<file path="config.mk">
export PLATFORM = sky130hd
export DESIGN_NAME = lzsd_front
export DESIGN_NICKNAME = d
export VERILOG_FILES = /design/src/lzsd_pkg.sv /design/src/lzsd_front.sv
export SDC_FILE = /design/constraint.sdc
export NUM_CORES = 1
export LEC_CHECK = 0
export BUFFER_PORTS_ARGS = -buffer_cell sky130_fd_sc_hd__buf_2
export CAP_MARGIN = 5
export CORE_UTILIZATION = 53
export CTS_CLUSTER_DIAMETER = 60
export DETAILED_ROUTE_END_ITERATION = 12
export PLACE_DENSITY_LB_ADDON = 0.25
export SYNTH_ARGS = -nofsm -noshare
export SYNTH_HDL_FRONTEND = slang
export SYNTH_SLANG_ARGS = --single-unit
</file>
<file path="constraint.sdc">
create_clock -name i_clk -period 7.45 [get_ports i_clk]
set_clock_uncertainty 0.2 [all_clocks]
set_input_delay 0.745 -clock i_clk [delete_from_list [all_inputs] [get_ports i_clk]]
set_output_delay 0.745 -clock i_clk [all_outputs]
set_load 0.01 [all_outputs]
</file>
<file path="src/lzsd_pkg.sv">
// Shared types and constants for the LZ77 stream decompressor.
`default_nettype none
package lzsd_pkg;
    localparam int WIN_DEPTH   = 4096;
    localparam int WIN_AW      = 12;
    localparam int SIZE_BITS   = 24;
    localparam int LEN_W       = 5;
    localparam int LEN_BIAS    = 3;
    localparam int QUEUE_DEPTH = 4;
    localparam int QUEUE_AW    = 2;

    typedef enum logic [2:0] {
        F_IDLE,
        F_HEADER,
        F_FLAG,
        F_TOKEN,
        F_SECOND
    } t_front_phase;

    typedef enum logic [1:0] {
        B_IDLE,
        B_READ,
        B_EMIT
    } t_back_state;

    // One decoded command: a literal byte or a copy from the history window
    typedef struct packed {
        logic             is_copy;
        logic [3:0]       disp_hi;
        logic [7:0]       lo;          // literal byte, or low byte of displacement
        logic [LEN_W-1:0] count;       // bytes to produce, 1..18
        logic             stream_last; // its final byte ends the stream
    } t_cmd;
endpackage
`default_nettype wire

</file>
<file path="src/lzsd_front.sv">
// Front end: parses header, flag bytes and tokens into commands.
`default_nettype none
module lzsd_front (
    input  wire           i_clk,
    input  wire           i_rst_n,
    input  wire           i_valid,
    input  wire           i_start,
    input  wire  [7:0]    i_byte,
    output logic          o_ready,
    input  wire           i_full,
    output logic          o_push,
    output lzsd_pkg::t_cmd o_cmd
);
    import lzsd_pkg::*;

    t_front_phase          r_phase, n_phase;
    logic [1:0]            r_hcnt, n_hcnt;
    logic [SIZE_BITS-1:0]  r_rem, n_rem;
    logic [7:0]            r_flags, n_flags;
    logic [2:0]            r_fpos, n_fpos;
    logic [7:0]            r_first, n_first;
    logic                  w_acc;
    logic [LEN_W-1:0]      w_len;
    logic [LEN_W-1:0]      w_n;

    assign o_ready = !i_full;
    assign w_acc   = i_valid && !i_full;
    assign w_len   = LEN_W'(r_first[7:4]) + LEN_W'(LEN_BIAS);
    assign w_n     = (r_rem < SIZE_BITS'(w_len)) ? r_rem[LEN_W-1:0] : w_len;

    always_ff @(posedge i_clk) begin
        if (!i_rst_n) begin
            r_phase <= F_IDLE;
            r_hcnt  <= '0;
            r_rem   <= '0;
            r_flags <= '0;
            r_fpos  <= 3'd7;
            r_first <= '0;
        end else begin
            r_phase <= n_phase;
            r_hcnt  <= n_hcnt;
            r_rem   <= n_rem;
            r_flags <= n_flags;
            r_fpos  <= n_fpos;
            r_first <= n_first;
        end
    end

    always_comb begin
        n_phase = r_phase;
        n_hcnt  = r_hcnt;
        n_rem   = r_rem;
        n_flags = r_flags;
        n_fpos  = r_fpos;
        n_first = r_first;
        o_push  = 1'b0;
        o_cmd   = '0;
        if (w_acc) begin
            if (i_start) begin
                n_phase = F_HEADER;
                n_hcnt  = 2'd1;
                n_rem   = '0;
            end else begin
                case (r_phase)
                    F_HEADER: begin
                        case (r_hcnt)
                            2'd2: n_rem = r_rem | (SIZE_BITS'(i_byte) << 8);
                            2'd3: n_rem = r_rem | (SIZE_BITS'(i_byte) << 16);
                            default: n_rem = r_rem | SIZE_BITS'(i_byte);
                        endcase
                        if (r_hcnt == 2'd3) begin
                            n_hcnt  = 2'd0;
                            n_phase = (n_rem != '0) ? F_FLAG : F_IDLE;
                        end else if (r_hcnt == 2'd0) begin
                            n_hcnt = 2'd2;
                        end else begin
                            n_hcnt = r_hcnt + 2'd1;
                        end
                    end
                    F_FLAG: begin
                        n_flags = i_byte;
                        n_fpos  = 3'd7;
                        n_phase = F_TOKEN;
                    end
                    F_TOKEN: begin
                        if (r_flags[r_fpos]) begin
                            n_first = i_byte;
                            n_phase = F_SECOND;
                        end else begin
                            o_push            = 1'b1;
                            o_cmd.lo          = i_byte;
                            o_cmd.count       = LEN_W'(1);
                            o_cmd.stream_last = (r_rem == SIZE_BITS'(1));
                            n_rem             = r_rem - SIZE_BITS'(1);
                            if (n_rem == '0) begin
                                n_phase = F_IDLE;
                            end else if (r_fpos == 3'd0) begin
                                n_phase = F_FLAG;
                            end else begin
                                n_fpos  = r_fpos - 3'd1;
                                n_phase = F_TOKEN;
                            end
                        end
                    end
                    F_SECOND: begin
                        o_push            = 1'b1;
                        o_cmd.is_copy     = 1'b1;
                        o_cmd.disp_hi     = r_first[3:0];
                        o_cmd.lo          = i_byte;
                        o_cmd.count       = w_n;
                        n_rem             = r_rem - SIZE_BITS'(w_n);
                        o_cmd.stream_last = (n_rem == '0);
                        if (n_rem == '0) begin
                            n_phase = F_IDLE;
                        end else if (r_fpos == 3'd0) begin
                            n_phase = F_FLAG;
                        end else begin
                            n_fpos  = r_fpos - 3'd1;
                            n_phase = F_TOKEN;
                        end
                    end
                    default: n_phase = F_IDLE;
                endcase
            end
        end
    end
endmodule
`default_nettype wire

</file>
==> results of run 1 <==
logic make-up after synthesis:
kind of cell / after synthesis / share of synthesized area [%]
flip-flops: 48 / 20.96
AO/OA/AOI/OAI: 182 / 27.81
multiplexers: 21 / 5.185
AND/OR/NAND/NOR: 258 / 31.06
adder cells (fa/ha/maj): 15 / 4.258
buffers and inverters: 74 / 6.332
XOR/XNOR: 23 / 4.394
power by group through the flow:
| stage | Sequential [mW] | Clock [mW] | Combinational [mW] |
|---|---|---|---|
| CTS | 0.264 | 0.243 | 0.192 |
| global route | 0.264 | 0.249 | 0.212 |
| global placement | 0.270 | 0 | 0.189 |
| floorplan | 0.266 | 0 | 0.143 |
| detailed placement | 0.270 | 0 | 0.191 |
| finish | 0.264 | 0.240 | 0.197 |
registers in the layout, indices dropped and copies added (netlist names):
| register | flops |
|---|---|
| r_fpos | 3 |
| r_flags | 8 |
| r_rem | 24 |
| r_first | 8 |
| r_phase | 3 |
| r_hcnt | 2 |
layer usage:
layer	vias up	wire, um	part of all wire [%]
met4	0	722	4.5
met5	-	0	0
met3	53	1406	8.8
li1	2292	-	-
met1	2381	6619	42
met2	287	7189	45
Yosys cell counts (8+ instances only):
cell	n	area (sq um)
nand3_1	16	80.08
nor4_1	18	112.6
nand2_1	48	180.2
o21ai_0	36	180.2
mux2i_1	17	170.2
o31ai_1	10	75.07
or3_1	10	62.56
xnor2_1	16	140.1
dfxtp_1	48	960.9
nor3_1	30	150.1
a21boi_0	8	60.06
nor2_1	43	161.4
inv_1	21	78.83
clkbuf_1	45	168.9
ha_1	14	175.2
a21oi_1	50	250.2
nor2b_1	31	193.9
and2_1	18	112.6
final cells by class:
class	count	area, sq um	share of cell area (%)
repair buffers	39	210.2	4.321
well taps	105	131.4	2.701
clock inverters	3	68.82	1.415
multi-input cells	499	3342	68.70
inverters	22	82.58	1.698
clock buffers	5	68.82	1.415
flip-flops and latches	48	960.9	19.75
stage by stage:
step / std cells / power (mW) / setup WS (ns) / cell area [sq um]
detailed placement: 713 / 0.4611 / 1.463 / 4727
CTS: 721 / 0.6992 / 1.068 / 4865
global route: 721 / 0.7251 / 0.5760 / 4865
floorplan: 621 / 0.4088 / 2.051 / 4584
finish: 721 / 0.7015 / 0.9303 / 4865
global placement: 713 / 0.4590 / 1.468 / 4727
path summary, 6_finish.rpt:
path / from / endpoint / slack (ns) / depth (start not counted)
max: r_rem[10] / o_cmd[0] / 0.93 / 17
min: r_flags[7] / r_flags[7] / 0.32 / 2
max reg2reg: r_rem[10] / r_fpos[2] / 1.50 / 17
min reg2reg: r_flags[7] / r_flags[7] / 0.32 / 2
critical path: cells and delay by family, from the launching register on:
kind	cells	cell delay, ns
compound gates	4	1.54
xor+xnor	1	0.21
buf+inv	2	0.26
mux	1	0.28
fa+ha+maj	2	0.62
flops	1	0.46
simple gates	7	1.90
==> key figures, run 1 <==
Status
  – Status: completed

STA
  – Min cycle time layout: 6.520 ns
  – Unrepaired setup endpoints after global routing: false
  – Final hold vios: 0
  – Worst relative slew slack: 39.69%
  – Final number of max-transition violations: 0
  – Fin crit share: 87.51%
  – Slew @ Worst Pin: 0.9028 ns
  – Fin Hold WS: 0.3183 ns
  – Setup Viol. Count Final: 0
  – Setup TNS: 0 ns
  – Achievable Freq: 0.1534 GHz

Route
  – Drt first-iter violations: 468
  – Drt drc: 0
  – Via/cell ratio: 6.953
  – Initial DRT Pass Iterations: 7
  – Routed Antenna Nets: 0
  – Via count: 5013
  – Routed wire length per instance: 22.10 um
  – Post-Route WL: 15940 um

Power
  – P_sw: 0.2355 mW
  – Switching share of power: 33.58%
  – Clock Power Share: 34.2%
  – Peak supply drop: 0.08642 mV
  – Power Dens Cells: 144.2 mW/mm^2
  – Comb power frac: 28.1%
  – Reg power frac: 37.6%
  – Static leakage: 1.891 nW
  – Internal: 0.4660 mW

CTS
  – CTS buffer count: 5
  – Cts repair resizes: 0
  – CTS Hold Bufs: 0
  – Clk sinks: 48
  – Worst skew pair latency: 0.32 ns
  – Root Buffer: clkbuf_8
  – Setup Buffers After CTS: 0
  – CTS tree: built
  – CTS Buffer Depth: 2
  – Max H-tree Level: 2
  – Clock transition time at the flip-flop clock pins of the worst setup and hold paths: 0.10 ns

Logic synthesis
  – Synth warn: 0
  – Cells after Synth: 621
  – Avg Cell Area, Syn: 7.382 sq um
  – Register bit total from synthesis: 48
  – Post-Syn Nets: 649
  – Number of synthesized flops with an enable pin: 0
  – Mapped Area: 0.004584 sq mm
  – Async S/R FF share, synth: 0%
  – Library cells used by synthesis: 74
  – Sequential-to-total area share from yosys stat: 20.96%
  – Most used DFF post-synth: dfxtp_1

Worst setup path
  – CP most frequent cell: nand2_1
  – Crit path DAT: 5.57 ns
  – Crit. End Element: output port
  – Startpoint types: flop
  – Critical Path RT: 6.50 ns
  – CP Max Fanout: 13
  – Max incr delay on CP: 0.71 ns
  – Crit-path cells: nor4_1 > nand2_1 > nor3_1 > nand2_1 > a2111oi_4 > mux2i_1 > ha_1 > inv_1 > fa_1 > a41o_1 > a211oi_2 > xnor2_1 > nand4_1 > nor3b_1 > nand3_1 > a211oi_1 > buf_2
  – Critical-path top delay cell: nor4_1
  – Path type of the worst setup path: flop to output port

Global route
  – Vias in the first global route: 4675
  – Met1 Track Usage GR: 49.32%
  – GR met3 Demand/Resource: 4.509%
  – Met2 Use GR: 58.27%
  – Overflow after GRT: 0
  – GRT Overall Usage: 37.04%
  – Pin count of the biggest net entering global routing: 49
  – Antenna violations before repair: 0
  – First-pass GRT wire length: 25310 um
  – GR peak layer: met2

Finish
  – # fillers: 837
  – Area growth from synthesis to layout: 6.114%
  – Most frequent cells in the layout: a21oi_1, nand2_1, dfxtp_1
  – Antenna Cells: 0
  – Share of layout cells above drive strength 1: 12.01%
  – Core Util, Final: 58.62%
  – Commonest non-fill, non-tap cell in the layout: a21oi_1
  – Final nets: 643

Placed design
  – Post-detail-place hpwl: 11400 um
  – Buffers added on ports: 33
  – Placer Congestion: 0.9503

Floorplanning
  – Die Area: 0.009026 sq mm
  – Site row count: 33
  – Die H: 95.01 um
  – Core area: 0.008299 sq mm
  – Boundary Pins: 34
  – Die Wd: 95.01 um
  – Starting Density: 55.24%

Min path
  – Worst hold path type: flop to flop

Run
  – Max_cap viols: 0
Note: power is estimated with default switching activity, not from simulation.
==> inputs of run 2 (changes only) <==
--- a/config.mk
+++ b/config.mk
@@ -10,7 +10,7 @@
 export CORE_UTILIZATION = 53
 export CTS_CLUSTER_DIAMETER = 60
 export DETAILED_ROUTE_END_ITERATION = 12
-export PLACE_DENSITY_LB_ADDON = 0.25
+export PLACE_DENSITY = 0.74
 export SYNTH_ARGS = -nofsm -noshare
 export SYNTH_HDL_FRONTEND = slang
 export SYNTH_SLANG_ARGS = --single-unit
==> constraint.sdc (replaced) <==
create_clock -name i_clk -period 7.45 [get_ports i_clk]
set_clock_uncertainty 0.2 [all_clocks]
set_input_delay 0.745 -clock i_clk [delete_from_list [all_inputs] [get_ports i_clk]]
set_output_delay 0.745 -clock i_clk [all_outputs]
set_load 0.1 [all_outputs]
==> run 2 against run 1 <==
Power is essentially flat; first-iteration DRC count grew 7.1%; highest routed layer unchanged; combinational power barely moved; sequential share of layout area barely moved; die area unchanged; count of clock-buffer cells in the layout did not move; final area up 0.15%; non-clock buffer count up 1; largest power group unchanged; wire length up 0.47%; register-to-register slack got worse by 0.31 ns.
==> key figures, run 2 (synthesis gave the netlist of run 1 again) <==
Worst setup path
  – Critical Path RT: 6.50 ns (about the same)
  – Path type of the worst setup path: flop to output port (unchanged)
  – CP Max Fanout: 13 (unchanged)
  – Crit. End Element: output port (unchanged)
  – Startpoint types: flop (unchanged)
  – Crit path DAT: 6.09 ns (was 5.57 ns)

Placed design
  – Dpl cells: 714 (was 713)
  – Buffers added on ports: 33 (unchanged)
  – Post-detail-place hpwl: 11200 um (was 11400 um)
  – Placer Congestion: 0.9781 (was 0.9503)
  – Post-DP Area: 0.004735 sq mm (was 0.004727 sq mm)

Floorplanning
  – Site row count: 33 (unchanged)
  – Core area: 0.008299 sq mm (unchanged)
  – Die H: 95.01 um (unchanged)
  – Boundary Pins: 34 (unchanged)
  – Die Wd: 95.01 um (unchanged)
  – Starting Density: 55.24% (unchanged)
  – Die Area: 0.009026 sq mm (unchanged)

Status
  – Status: completed (unchanged)

STA
  – Setup TNS: 0 ns (unchanged)
  – Setup Viol. Count Final: 0 (unchanged)
  – Worst relative slew slack: 34.71% (was 39.69%)
  – Fin crit share: 94.47% (was 87.51%)
  – Min cycle time layout: 7.038 ns (was 6.520 ns)
  – Achievable Freq: 0.1421 GHz (was 0.1534 GHz)
  – Final hold vios: 0 (unchanged)
  – Unrepaired setup endpoints after global routing: false (unchanged)
  – Final number of max-transition violations: 0 (unchanged)
  – Slew @ Worst Pin: 0.9773 ns (was 0.9028 ns)

Route
  – Top Layer Used: met4 (unchanged)
  – Met3 Wirelength: 1476 um (was 1406 um)
  – Initial DRT Pass Iterations: 6 (was 7)
  – DRT met1 WL: 6672 um (was 6619 um)
  – Routed wire length per instance: 22.18 um (was 22.10 um)
  – Via/cell ratio: 6.992 (was 6.953)
  – Routed Antenna Nets: 0 (unchanged)
  – Post-Route WL: 16010 um (was 15940 um)
  – Drt drc: 0 (unchanged)
  – Via count: 5048 (was 5013)
  – Drt first-iter violations: 501 (was 468)
  – DR WL met2: 7165 um (was 7189 um)

Finish
  – Antenna Cells: 0 (unchanged)
  – Top reg by flops: r_rem (unchanged)
  – Max reg flops: 24 (unchanged)
  – Area growth from synthesis to layout: 6.277% (was 6.114%)
  – Design Area, Final: 0.004872 sq mm (was 0.004865 sq mm)
  – Final nets: 644 (was 643)
  – Post-route insts no fill: 722 (was 721)
  – Biggest regs: r_rem: 24 flops, r_first: 8 flops, r_flags: 8 flops (unchanged)
  – Share of layout cells above drive strength 1: 12.16% (was 12.01%)
  – Commonest non-fill, non-tap cell in the layout: a21oi_1 (unchanged)
  – Core Util, Final: 58.71% (was 58.62%)
  – Most frequent cells in the layout: a21oi_1, nand2_1, dfxtp_1 (unchanged)

CTS
  – Clock transition time at the flip-flop clock pins of the worst setup and hold paths: 0.11 ns (was 0.10 ns)
  – Clk sinks: 48 (unchanged)
  – CTS Buffer Depth: 2 (unchanged)
  – Root Buffer: clkbuf_8 (unchanged)
  – CTS Hold Bufs: 0 (unchanged)
  – CTS buffer count: 5 (unchanged)
  – Max H-tree Level: 2 (unchanged)
  – Worst skew pair latency: 0.32 ns (about the same)
  – CTS tree: built (unchanged)
  – Setup Buffers After CTS: 0 (unchanged)
  – Cts repair resizes: 0 (unchanged)

Min path
  – Worst hold path type: flop to flop (unchanged)

Global route
  – Antenna violations before repair: 0 (unchanged)
  – Overflow after GRT: 0 (unchanged)
  – Vias in the first global route: 4615 (was 4675)
  – GRT Overall Usage: 37.03% (was 37.04%)
  – Pin count of the biggest net entering global routing: 49 (unchanged)
  – First-pass GRT wire length: 25190 um (was 25310 um)

Power
  – Power Dens Cells: 144.0 mW/mm^2 (was 144.2 mW/mm^2)
  – Peak supply drop: 0.08823 mV (was 0.08642 mV)
  – Static leakage: 1.897 nW (was 1.891 nW)

Run
  – Max_cap viols: 0 (unchanged)
run 2: cell count changes in the layout (fill, tap and decap cells not counted):
cell | before | now
buf_4 | 6 | 7
run 2: per-layer routing:
| layer | GRT usage, % | up-vias |
|---|---|---|
| met2 | 60.13 | 314 |
| met1 | 48.83 | 2368 |
| met5 | 0 | - |
| li1 | - | 2296 |
| met3 | 5.958 | 70 |
| met4 | 14.27 | 0 |
run 2: through the flow:
stage               setup WS, ns  hold slack, ns  power (mW)
detailed placement         1.042          0.2998      0.4588
global route             0.04478          0.3599      0.7262
CTS                       0.6287          0.3238      0.6954
floorplan                 0.2007          0.2710      0.4107
global placement           1.091          0.2862      0.4580
finish                    0.4122          0.3253      0.7015
run 2: worst paths after layout:
check | from | endpoint | slack (ns) | cells after the start
max | r_rem[10] | o_cmd[0] | 0.41 | 17
min | r_flags[7] | r_flags[7] | 0.33 | 2
max reg2reg | r_rem[10] | r_fpos[2] | 1.19 | 17
min reg2reg | r_flags[7] | r_flags[7] | 0.33 | 2
run 2: report_power, final:
part	total (mW)	internal, mW	switching [mW]
registers	0.263	0.258	0.00499
logic	0.197	0.0706	0.126
clock network	0.241	0.135	0.106
total	0.702	0.464	0.237
run 2: critical path, cell delays in order (launching register included):
cell	delay (ns)
dfxtp_1	0.48
nor4_1	0.79
nand2_1	0.24
nor3_1	0.23
nand2_1	0.19
a2111oi_4	0.52
mux2i_1	0.30
ha_1	0.20
inv_1	0.07
fa_1	0.42
a41o_1	0.29
a211oi_2	0.50
xnor2_1	0.21
nand4_1	0.12
nor3b_1	0.29
nand3_1	0.15
a211oi_1	0.29
buf_2	0.49
run 2: area by class of cell:
type / count / area (sq um)
clock inverter: 3 / 68.82
tap: 105 / 131.4
multi-input combinational: 499 / 3342
sequential: 48 / 960.9
timing repair buffer: 40 / 217.7
inverter: 22 / 82.58
fill: 804 / 3427
clock buffer: 5 / 68.82
