[config.mk]
export PLATFORM = sky130hd
export DESIGN_NAME = lzsd_queue
export DESIGN_NICKNAME = d
export VERILOG_FILES = /design/src/lzsd_pkg.sv /design/src/lzsd_queue.sv
export SDC_FILE = /design/constraint.sdc
export NUM_CORES = 1
export LEC_CHECK = 0
export BUFFER_PORTS_ARGS = -buffer_cell sky130_fd_sc_hd__buf_2
export CAP_MARGIN = 10
export CORE_ASPECT_RATIO = 1.2
export CORE_MARGIN = 10
export CORE_UTILIZATION = 48
export DETAILED_ROUTE_END_ITERATION = 8
export PLACE_DENSITY = 0.67
export SLEW_MARGIN = 10
export SYNTH_ARGS = -nofsm -noshare
export SYNTH_HDL_FRONTEND = slang
export SYNTH_SLANG_ARGS = --single-unit
export TNS_END_PERCENT = 10
[constraint.sdc]
create_clock -name i_clk -period 3.09 [get_ports i_clk]
set_input_delay 0.1545 -clock i_clk [delete_from_list [all_inputs] [get_ports i_clk]]
set_output_delay 0.1545 -clock i_clk [all_outputs]
set_load 0.05 [all_outputs]
[src/lzsd_pkg.sv]
// Shared types and constants for the LZ77 stream decompressor.
`default_nettype none
package lzsd_pkg;
    localparam int WIN_DEPTH   = 4096;
    localparam int WIN_AW      = 12;
    localparam int SIZE_BITS   = 24;
    localparam int LEN_W       = 5;
    localparam int LEN_BIAS    = 3;
    localparam int QUEUE_DEPTH = 4;
    localparam int QUEUE_AW    = 2;

    typedef enum logic [2:0] {
        F_IDLE,
        F_HEADER,
        F_FLAG,
        F_TOKEN,
        F_SECOND
    } t_front_phase;

    typedef enum logic [1:0] {
        B_IDLE,
        B_READ,
        B_EMIT
    } t_back_state;

    // One decoded command: a literal byte or a copy from the history window
    typedef struct packed {
        logic             is_copy;
        logic [3:0]       disp_hi;
        logic [7:0]       lo;          // literal byte, or low byte of displacement
        logic [LEN_W-1:0] count;       // bytes to produce, 1..18
        logic             stream_last; // its final byte ends the stream
    } t_cmd;
endpackage
`default_nettype wire

[src/lzsd_queue.sv]
// Short command queue between front and back end.
`default_nettype none
module lzsd_queue (
    input  wire                 i_clk,
    input  wire                 i_rst_n,
    input  wire                 i_push,
    input  wire lzsd_pkg::t_cmd i_cmd,
    output logic                o_full,
    input  wire                 i_pop,
    output lzsd_pkg::t_cmd      o_cmd,
    output logic                o_empty
);
    import lzsd_pkg::*;

    t_cmd                r_mem [QUEUE_DEPTH];
    logic [QUEUE_AW-1:0] r_wp, r_rp;
    logic [QUEUE_AW:0]   r_cnt;

    assign o_full  = (r_cnt == (QUEUE_AW+1)'(QUEUE_DEPTH));
    assign o_empty = (r_cnt == '0);
    assign o_cmd   = r_mem[r_rp];

    always_ff @(posedge i_clk) begin
        if (i_push) begin
            r_mem[r_wp] <= i_cmd;
        end
    end

    always_ff @(posedge i_clk) begin
        if (!i_rst_n) begin
            r_wp  <= '0;
            r_rp  <= '0;
            r_cnt <= '0;
        end else begin
            if (i_push) r_wp <= r_wp + QUEUE_AW'(1);
            if (i_pop)  r_rp <= r_rp + QUEUE_AW'(1);
            case ({i_push, i_pop})
                2'b10:   r_cnt <= r_cnt + (QUEUE_AW+1)'(1);
                2'b01:   r_cnt <= r_cnt - (QUEUE_AW+1)'(1);
                default: r_cnt <= r_cnt;
            endcase
        end
    end
endmodule
`default_nettype wire

==> results_dict.tcl, run 1 <==
set metrics [dict create \
    synth_fp_nets 174 \
    avgSynthCellArea_sq_um 22.31 \
    slew_headroom_pct 31.34 \
    post_drt_wl_per_cell_um 19.37 \
    cts_buffers 9 \
    drive_gt1_share_pct 33.33 \
    worstHoldPathType "in -> reg" \
    grt_max_degree 20 \
    final.setup.tns_ps 0 \
    finalInstanceArea_sq_um 3737 \
    fin_util_pct 57.62 \
    p_leak_nw 1.316 \
    powerDensity_nw_per_um2 657.0 \
    final.period_utilization_pct 66.56 \
    clock-sinks 85 \
    clkLatencyLatePin_ps 350 \
    antenna_found_initial 0 \
    worstPathArrival_ps 1900 \
    portBuffers 43 \
    root_buffer "clkbuf_8" \
    maxCapViolCount 0 \
    drtIter0Drc 64 \
    cts_buffer_depth 2 \
    ant_nets 0 \
    final_nets 228 \
    dieArea_sq_um 10440 \
    postCtsHoldBufs 0 \
    core_sq_um 6486 \
    h-tree-depth 3 \
    gr-total-overflow 0 \
    synthCells 145 \
    crit_path_max_fanout 19 \
    ys_ff_latch 85 \
    final.setup_skew_ps 13.35 \
    ioPinCount 44 \
    cts_tree "yes" \
    synth.distinct_cells 21 \
    track_usage_pct 11.50 \
    syn-cell-area_sq_um 3236 \
    diodes 0 \
    placed_cell_area_sq_um 3523 \
    gp_congestion 0.6752 \
    peakVddDrop_mv 0.3421 \
    min_period_ps 2057 \
    cts_resized 0 \
    start_util_pct 49.88 \
    worstSetupPathType "reg -> out" \
    avgViaCountPerCell 5.218 \
    clk_pin_slew_ps 90 \
    finalHoldViolations 0 \
    synth_warnings 0 \
    drc 0 \
    cp.required_ps 2940 \
    dp_hpwl_um 3749 \
    end_kind "output port" \
    finalSetupViolCount 0 \
    fill_cells 514 \
    vias 1508 \
    status "finished clean" \
    worst_pin_slew_ps 1030 \
    rsz0062_at_grt "false" \
    postRouteWirelength_um 5599 \
    dieHeight_um 109.9 \
    rows 32 \
    ys_seq_area_share_pct 76.10 \
    fmax_mhz 486.2 \
    first_global_vias 1699 \
    die-width_um 94.95 \
    area_delta_synth_final_pct 15.51 \
    finalMaxSlewViolations 0 \
    grt_pass1_wl_um 8694 \
    post_cts_buffers 0 \
    drt_pass1_iterations 4 \
    cp-start-kind "flop" \
]
[cell usage after synthesis]
| library cell | instances | area, sq um |
|---|---|---|
| edfxtp_1 | 76 | 2282 |
| ha_1 | 5 | 62.56 |
| a21boi_0 | 1 | 7.510 |
| mux4_1 | 9 | 236.5 |
| nand2_1 | 2 | 7.510 |
| and3_1 | 1 | 6.260 |
| xor2_1 | 3 | 26.28 |
| buf_12 | 1 | 20.02 |
| buf_2 | 2 | 10.01 |
| buf_6 | 1 | 11.26 |
| mux2i_1 | 1 | 10.01 |
| fa_1 | 1 | 20.02 |
| or3_1 | 1 | 6.260 |
| nor3_1 | 1 | 5.000 |
| o21ai_0 | 2 | 10.01 |
| mux4_2 | 10 | 225.2 |
| and2_1 | 10 | 62.56 |
| dfxtp_1 | 9 | 180.2 |
| xnor2_1 | 2 | 17.52 |
| nor2b_1 | 1 | 6.260 |
| inv_1 | 6 | 22.52 |
[through the flow]
step | worst slack (ps) | hold slack, ps | power, W | cells
after CTS | 971.6 | 1.741 | 0.002479 | 286
after floorplan | 1538 | 253.4 | 0.001652 | 145
after detailed placement | 1239 | 373.6 | 0.001752 | 270
after global placement | 1366 | 365.0 | 0.001734 | 270
final | 1033 | 14.62 | 0.002456 | 289
after global routing | 937.1 | 2.009 | 0.002556 | 289
[metal layers]
metal	share of wire (%)	wire [um]	GRT usage [%]
met1	39	2174	11.92
met2	53	2979	19.74
met3	6.1	341	5.116
met4	1.9	104	5.032
met5	0	0	0
[cell usage in the layout, fill, tap and decap left out]
| master | count |
|---|---|
| edfxtp_1 | 76 |
| dlygate4sd3_1 | 3 |
| mux2i_1 | 1 |
| nand2_1 | 2 |
| inv_1 | 6 |
| fa_1 | 1 |
| xnor2_1 | 2 |
| a21boi_0 | 1 |
| dfxtp_1 | 9 |
| nor3_1 | 1 |
| and3_1 | 1 |
| mux4_2 | 10 |
| or3_1 | 1 |
| xor2_1 | 3 |
| buf_4 | 1 |
| buf_2 | 43 |
| ha_1 | 5 |
| and2_1 | 10 |
| mux4_1 | 9 |
| bufinv_16 | 1 |
| clkbuf_1 | 2 |
| clkbuf_8 | 9 |
| nor2b_1 | 1 |
| clkinv_2 | 3 |
| o21ai_0 | 2 |
| clkinvlp_4 | 1 |
[kinds of logic (layout without fill, tap and decap cells)]
kind of cell,count (synthesis),after routing,synth area share (%)
compound gates,3,3,0.5415
flops,85,85,76.10
mux,20,20,14.58
fa+ha+maj,6,6,2.552
simple gates,16,16,2.901
xor+xnor,5,5,1.354
buf+inv,10,69,1.972
[worst max-delay path: stages, from the launching register on]
cell     delay (ps)
dfxtp_1         880
mux4_1          430
buf_2           240
[layout make-up]
type                    instances  area [sq um]  area share [%]
multi-input cells              50         709.4           18.98
well taps                      85         106.4           2.846
flip-flops and latches         85          2462           65.89
clock buffers                  11         131.4           3.515
inverters                       6         22.52          0.6026
repair buffers                 47         252.7           6.763
clock inverters                 5         52.55           1.406
[final timing paths]
kind	start	endpoint	slack, ps	depth (start not counted)
hold / removal	i_cmd[17]	r_mem[0][17]	10	1
hold reg to reg	r_cnt[2]	r_cnt[2]	580	2
setup reg to reg	r_wp[0]	r_mem[0][6]	1300	3
setup / recovery	flop	o_cmd[11]	1030	2
[state kept, by name, indices dropped and copies added, names as in the netlist, named ones only]
name   cells
r_mem     76
r_cnt      3
r_wp       2
r_rp       2
[report_power, final]
group | total (W) | switching (W) | internal (W)
Sequential | 0.00134 | 0.0000263 | 0.00131
Clock | 0.000736 | 0.000366 | 0.000370
Combinational | 0.000379 | 0.000260 | 0.000119
Power figures use the tool's default switching activity.
==> run 2, diff against run 1 <==
--- a/config.mk
+++ b/config.mk
@@ -11,7 +11,7 @@
 export CORE_MARGIN = 10
 export CORE_UTILIZATION = 48
 export DETAILED_ROUTE_END_ITERATION = 8
-export PLACE_DENSITY = 0.67
+export PLACE_DENSITY = 0.7
 export SLEW_MARGIN = 10
 export SYNTH_ARGS = -nofsm -noshare
 export SYNTH_HDL_FRONTEND = slang
==> constraint.sdc (replaced) <==
create_clock -name i_clk -period 1.68 [get_ports i_clk]
set_input_delay 0.084 -clock i_clk [delete_from_list [all_inputs] [get_ports i_clk]]
set_output_delay 0.084 -clock i_clk [all_outputs]
set_load 0.05 [all_outputs]
==> run 2 against run 1 <==
The flow now finishes with violations (negative setup slack). Clock power increased by 77%. Wire length increased by 11%. Critical path depth increased by 1. Register-to-register slack got worse by 1200 ps. Total power increased by 90%. Critical path type unchanged. Critical endpoint is now o_cmd[10]. Cell area increased by 9.7%. Cell count increased by 8.3%. Combinational power increased by 140%.
==> results_dict.tcl, run 2 (same netlist as run 1, synthesis figures left out) <==
set metrics [dict create \
    status "complete, but fails checks" \
    violations "negative setup slack" \
    fill_cells 470 \
    grt_pass1_wl_um 9660 \
    dieHeight_um 109.9 \
    dp_hpwl_um 3917 \
    rows 32 \
    path_buf_inv 2 \
    r2r_setup_slack_ps 120 \
    timing.rr.end "r_cnt[2]" \
    path_cells "clkbuf_16, mux4_2, buf_6" \
    largest-register "r_mem" \
    cts_buffer_depth 2 \
    finalInstanceArea_sq_um 4100 \
    core_sq_um 6486 \
    path_depth 3 \
    worst_pin_slew_ps 298.8 \
    track_usage_pct 12.55 \
    r2r_cells 5 \
    multi_input_area_sq_um 675.6 \
    portBuffers 43 \
    clk_pin_slew_ps 80 \
    finalMaxSlewViolations 0 \
    final.setup_skew_ps 9.120 \
    finalHoldViolations 0 \
    final_cell_mix "edfxtp_1 (76), buf_2 (24), mux4_2 (19), dlygate4sd3_1 (19), buf_6 (19)" \
    die-width_um 94.95 \
    clock-sinks 85 \
    end_kind "output port" \
    pre_cts_ws_ps 63.57 \
    root_buffer "clkbuf_8" \
    crit_path_max_fanout 5 \
    ff_latch_area_sq_um 2469 \
    dieArea_sq_um 10440 \
    final.period_utilization_pct 101.0 \
    avgViaCountPerCell 5.195 \
    largest_reg_flops 76 \
    drtIter0Drc 54 \
    ioPinCount 44 \
    vias 1626 \
    post_drt_wl_per_cell_um 19.79 \
    diodes 0 \
    largestRegisters "r_mem x76, r_cnt x3" \
    antenna_found_initial 0 \
    ant_nets 0 \
    seq_power_share_pct 53.0 \
    fmax_mhz 589.3 \
    worstSetupPathType "reg -> out" \
    clkPwrFrac_pct 27.8 \
    finalSetupViolCount 6 \
    drt_pass1_iterations 4 \
    p_sw_w 0.001250 \
    setup_ws_ps -16.91 \
    min_period_ps 1697 \
    drive_gt1_share_pct 39.47 \
    critical-path-top-delay-family "multiplexers" \
    swShare_pct 26.82 \
    p_leak_nw 1.451 \
    area_delta_synth_final_pct 26.72 \
    worstPathArrival_ps 1610 \
    gp_congestion 0.6963 \
    cpPeakStageDelay_ps 510 \
    maxCapViolCount 0 \
    placed_cell_area_sq_um 3581 \
    peakVddDrop_mv 0.5141 \
    internal_power_w 0.003409 \
    final_nets 252 \
    clkLatencyLatePin_ps 340 \
    postRouteWirelength_um 6193 \
    layout_commonest_cell "edfxtp_1" \
    worstHoldPathType "in -> reg" \
    comb_power_share_pct 19.2 \
    gr-total-overflow 0 \
    grt_max_degree 20 \
    h-tree-depth 3 \
    cts_buffers 9 \
    slowest_stage "mux4_2" \
    cp-endpoint "o_cmd[10]" \
    cp.required_ps 1600 \
    cp-start-kind "flop" \
    powerDensity_nw_per_um2 1136 \
    start_util_pct 49.88 \
    drc 0 \
    first_global_vias 1864 \
    r2r-start "r_cnt[0]" \
    slew_headroom_pct 80.08 \
    rsz0062_at_grt "true" \
    cts_tree "yes" \
]
==> run 2: final cells by class <==
| class | count | area share [%] |
|---|---|---|
| well taps | 85 | 2.594 |
| clock buffers | 11 | 3.692 |
| inverters | 6 | 0.5493 |
| clock inverters | 5 | 0.8239 |
| multi-input cells | 50 | 16.48 |
| repair buffers | 71 | 15.65 |
| flip-flops and latches | 85 | 60.21 |
==> run 2: what timing repair did <==
item | in CTS | in global routing
pin swaps | 0 | 0
hold endpoints to repair | 76 | 0
buffers inserted | 0 | 0
cloned | 1 | 1
endpoints found under the setup margin | 19 | 20
hold buffers | 19 | 0
gates resized for setup | 48 | 4
==> run 2: metrics by stage <==
step	instances	power [W]	setup TNS, ps	util (%)	hold WS (ps)
6_report	313	0.004659	-66.71	63.21	38.82
5_1_grt	313	0.004851	-892.9	63.21	50.36
3_3_place_gp	276	0.003209	0	55.21	292.8
2_1_floorplan	145	0.003038	0	-	182.9
3_5_place_dp	276	0.003243	0	55.21	303.3
4_1_cts	312	0.004691	-257.2	62.98	30.80
==> run 2: power groups by stage <==
stage               clock (W)  sequential [W]  combinational (W)
floorplan                   0         0.00249           0.000551
global placement            0         0.00249           0.000715
detailed placement          0         0.00251           0.000737
CTS                   0.00133         0.00246           0.000895
global route          0.00142         0.00248           0.000951
finish                0.00130         0.00247           0.000896
==> run 2: how the worst min path moves through the flow <==
| stage | end | from | slack [ps] | depth (start not counted) |
|---|---|---|---|---|
| after floorplan | r_mem[0][0] | i_cmd[0] | 180 | 0 |
| after global placement | r_mem[1][10] | i_cmd[10] | 290 | 1 |
| after detailed placement | r_mem[3][1] | i_cmd[1] | 300 | 1 |
| after CTS | r_cnt[1] | i_rst_n | 30 | 2 |
| after global routing | r_cnt[2] | i_rst_n | 50 | 2 |
| final | r_cnt[1] | i_rst_n | 40 | 2 |
==> run 2: routing by layer <==
layer	part of all wire [%]	global-route usage [%]	up-vias
met5	0	0	-
met4	1.4	5.139	0
met3	5.2	3.752	9
met2	57	23.28	39
met1	37	12.79	848
li1	-	-	730
==> run 3, diff against run 2 <==
--- a/config.mk
+++ b/config.mk
@@ -7,11 +7,13 @@
 export LEC_CHECK = 0
 export BUFFER_PORTS_ARGS = -buffer_cell sky130_fd_sc_hd__buf_2
 export CAP_MARGIN = 10
+export CELL_PAD_IN_SITES_DETAIL_PLACEMENT = 2
+export CELL_PAD_IN_SITES_GLOBAL_PLACEMENT = 2
 export CORE_ASPECT_RATIO = 1.2
 export CORE_MARGIN = 10
-export CORE_UTILIZATION = 48
+export CORE_UTILIZATION = 39
 export DETAILED_ROUTE_END_ITERATION = 8
-export PLACE_DENSITY = 0.7
+export PLACE_DENSITY = 0.73
 export SLEW_MARGIN = 10
 export SYNTH_ARGS = -nofsm -noshare
 export SYNTH_HDL_FRONTEND = slang
==> constraint.sdc (replaced) <==
create_clock -name i_clk -period 1.68 [get_ports i_clk]
set_input_delay 0.336 -clock i_clk [delete_from_list [all_inputs] [get_ports i_clk]]
set_output_delay 0.336 -clock i_clk [all_outputs]
set_load 0.05 [all_outputs]
==> run 3 against run 2 <==
The flow still finishes with violations (negative setup slack). Core utilization fell by 14 points. Count of clock-buffer cells in the layout fell by 2. Total power decreased by 1.3%. Via count decreased by 3.6%. Combinational power about the same.
==> results_dict.tcl, run 3 (same netlist as run 1, synthesis figures left out) <==
set metrics [dict create \
    grt_pass1_wl_um 10580 \
    postCtsHoldBufs 0 \
    fin_hold_ws_ps 192.2 \
    gp_congestion 0.6720 \
    min_period_ps 1949 \
    slew_headroom_pct 83.20 \
    cts_buffer_depth 2 \
    fill_cells 741 \
    layout_commonest_cell "edfxtp_1" \
    avgViaCountPerCell 5.124 \
    rsz0062_at_grt "true" \
    antenna_found_initial 0 \
    cts_buffers 9 \
    wl_met3_um 399 \
    core_sq_um 8108 \
    crit_path_max_fanout 6 \
    final.setup_skew_ps 5.445 \
    area_delta_synth_final_pct 22.93 \
    finalMaxSlewViolations 0 \
    peakVddDrop_mv 0.4824 \
    placed_cells 289 \
    cp.required_ps 1340 \
    h-tree-depth 3 \
    ioPinCount 44 \
    dieHeight_um 119.8 \
    final_nets 235 \
    finalSetupViolCount 19 \
    wl_met2_um 3571 \
    final_cell_mix "edfxtp_1 (76), buf_2 (24), mux4_2 (19), buf_6 (19), and2_1 (10)" \
    worstHoldPathType "in -> reg" \
    root_buffer "clkbuf_8" \
    gr-total-overflow 0 \
    top_layer "met4" \
    final.period_utilization_pct 116.0 \
    drtIter0Drc 59 \
    dp_hpwl_um 4660 \
    rows 36 \
    largest-register "r_mem" \
    ant_nets 0 \
    dieArea_sq_um 12360 \
    postRouteWirelength_um 6676 \
    clock-sinks 85 \
    portBuffers 43 \
    fin_util_pct 49.06 \
    violations "negative setup slack" \
    die-width_um 103.2 \
    drc 0 \
    powerDensity_nw_per_um2 1156 \
    post_drt_wl_per_cell_um 21.82 \
    worstPathArrival_ps 1610 \
    final_cells 306 \
    finalHoldViolations 0 \
    met1Wirelength_um 2592 \
    post_cts_buffers 0 \
    largestRegisters "r_mem x76, r_cnt x3" \
    end_kind "output port" \
    grt_max_degree 20 \
    first_global_vias 1822 \
    vias 1568 \
    worst_pin_slew_ps 253.8 \
    diodes 0 \
    p_leak_nw 1.384 \
    clk_pin_slew_ps 80 \
    drt_pass1_iterations 4 \
    finalPower_w 0.004598 \
    clkLatencyLatePin_ps 360 \
    maxCapViolCount 0 \
    cp-start-kind "flop" \
    track_usage_pct 11.76 \
    drive_gt1_share_pct 43.13 \
    start_util_pct 39.91 \
    setup_ws_ps -268.5 \
    status "complete, but fails checks" \
    cts_tree "yes" \
    fmax_mhz 513.2 \
    largest_reg_flops 76 \
    worstSetupPathType "reg -> out" \
]
==> run 3: area by class of cell <==
class	count	area, sq um	area share [%]
Clock inverter	7	41.29	1.038
Clock buffer	9	123.9	3.114
Multi-Input combinational cell	50	680.7	17.11
Inverter	6	22.52	0.5662
Sequential cell	85	2469	62.06
Tap cell	95	118.9	2.988
Timing Repair Buffer	54	521.8	13.12
==> run 3: timing repair <==
| action | 4_1_cts | 5_1_grt |
|---|---|---|
| gates resized for setup | 51 | 4 |
| cloned | 0 | 1 |
| endpoints found under the setup margin | 20 | 20 |
| pin swaps | 0 | 0 |
| hold endpoints to repair | 0 | 0 |
==> run 3: per-layer routing <==
metal	up-vias	track usage (%)
li1	700	-
met1	812	12.83
met2	47	20.37
met3	9	3.674
met4	0	4.965
met5	-	0
==> run 3: where the power goes <==
part           switching [W]  internal, W
combinational       0.000531     0.000368
sequential         0.0000474      0.00242
clock               0.000709     0.000526
==> run 3: path summary, 6_finish.rpt <==
check | cells after the start | slack (ps) | startpoint | endpoint
hold / removal | 1 | 190 | i_cmd[12] | r_mem[0][12]
setup / recovery | 3 | -270 | flop | o_cmd[18]
setup reg to reg | 5 | 100 | r_cnt[0] | r_cnt[2]
hold reg to reg | 2 | 550 | r_cnt[2] | r_cnt[2]
==> run 3: worst max-delay path, stage by stage (launching register included) <==
cell and delay [ps]:
dfxtp_4 400, buf_12 140, mux4_2 530, buf_6 180
==> run 3: through the flow <==
stage	worst slack, ps	area (sq um)	setup TNS (ps)
floorplan	78.65	3241	0
global placement	-57.93	3684	-222.8
detailed placement	-159.8	3684	-683.8
CTS	-321.4	3943	-5361
global route	-336.4	3978	-5888
finish	-268.5	3978	-4645
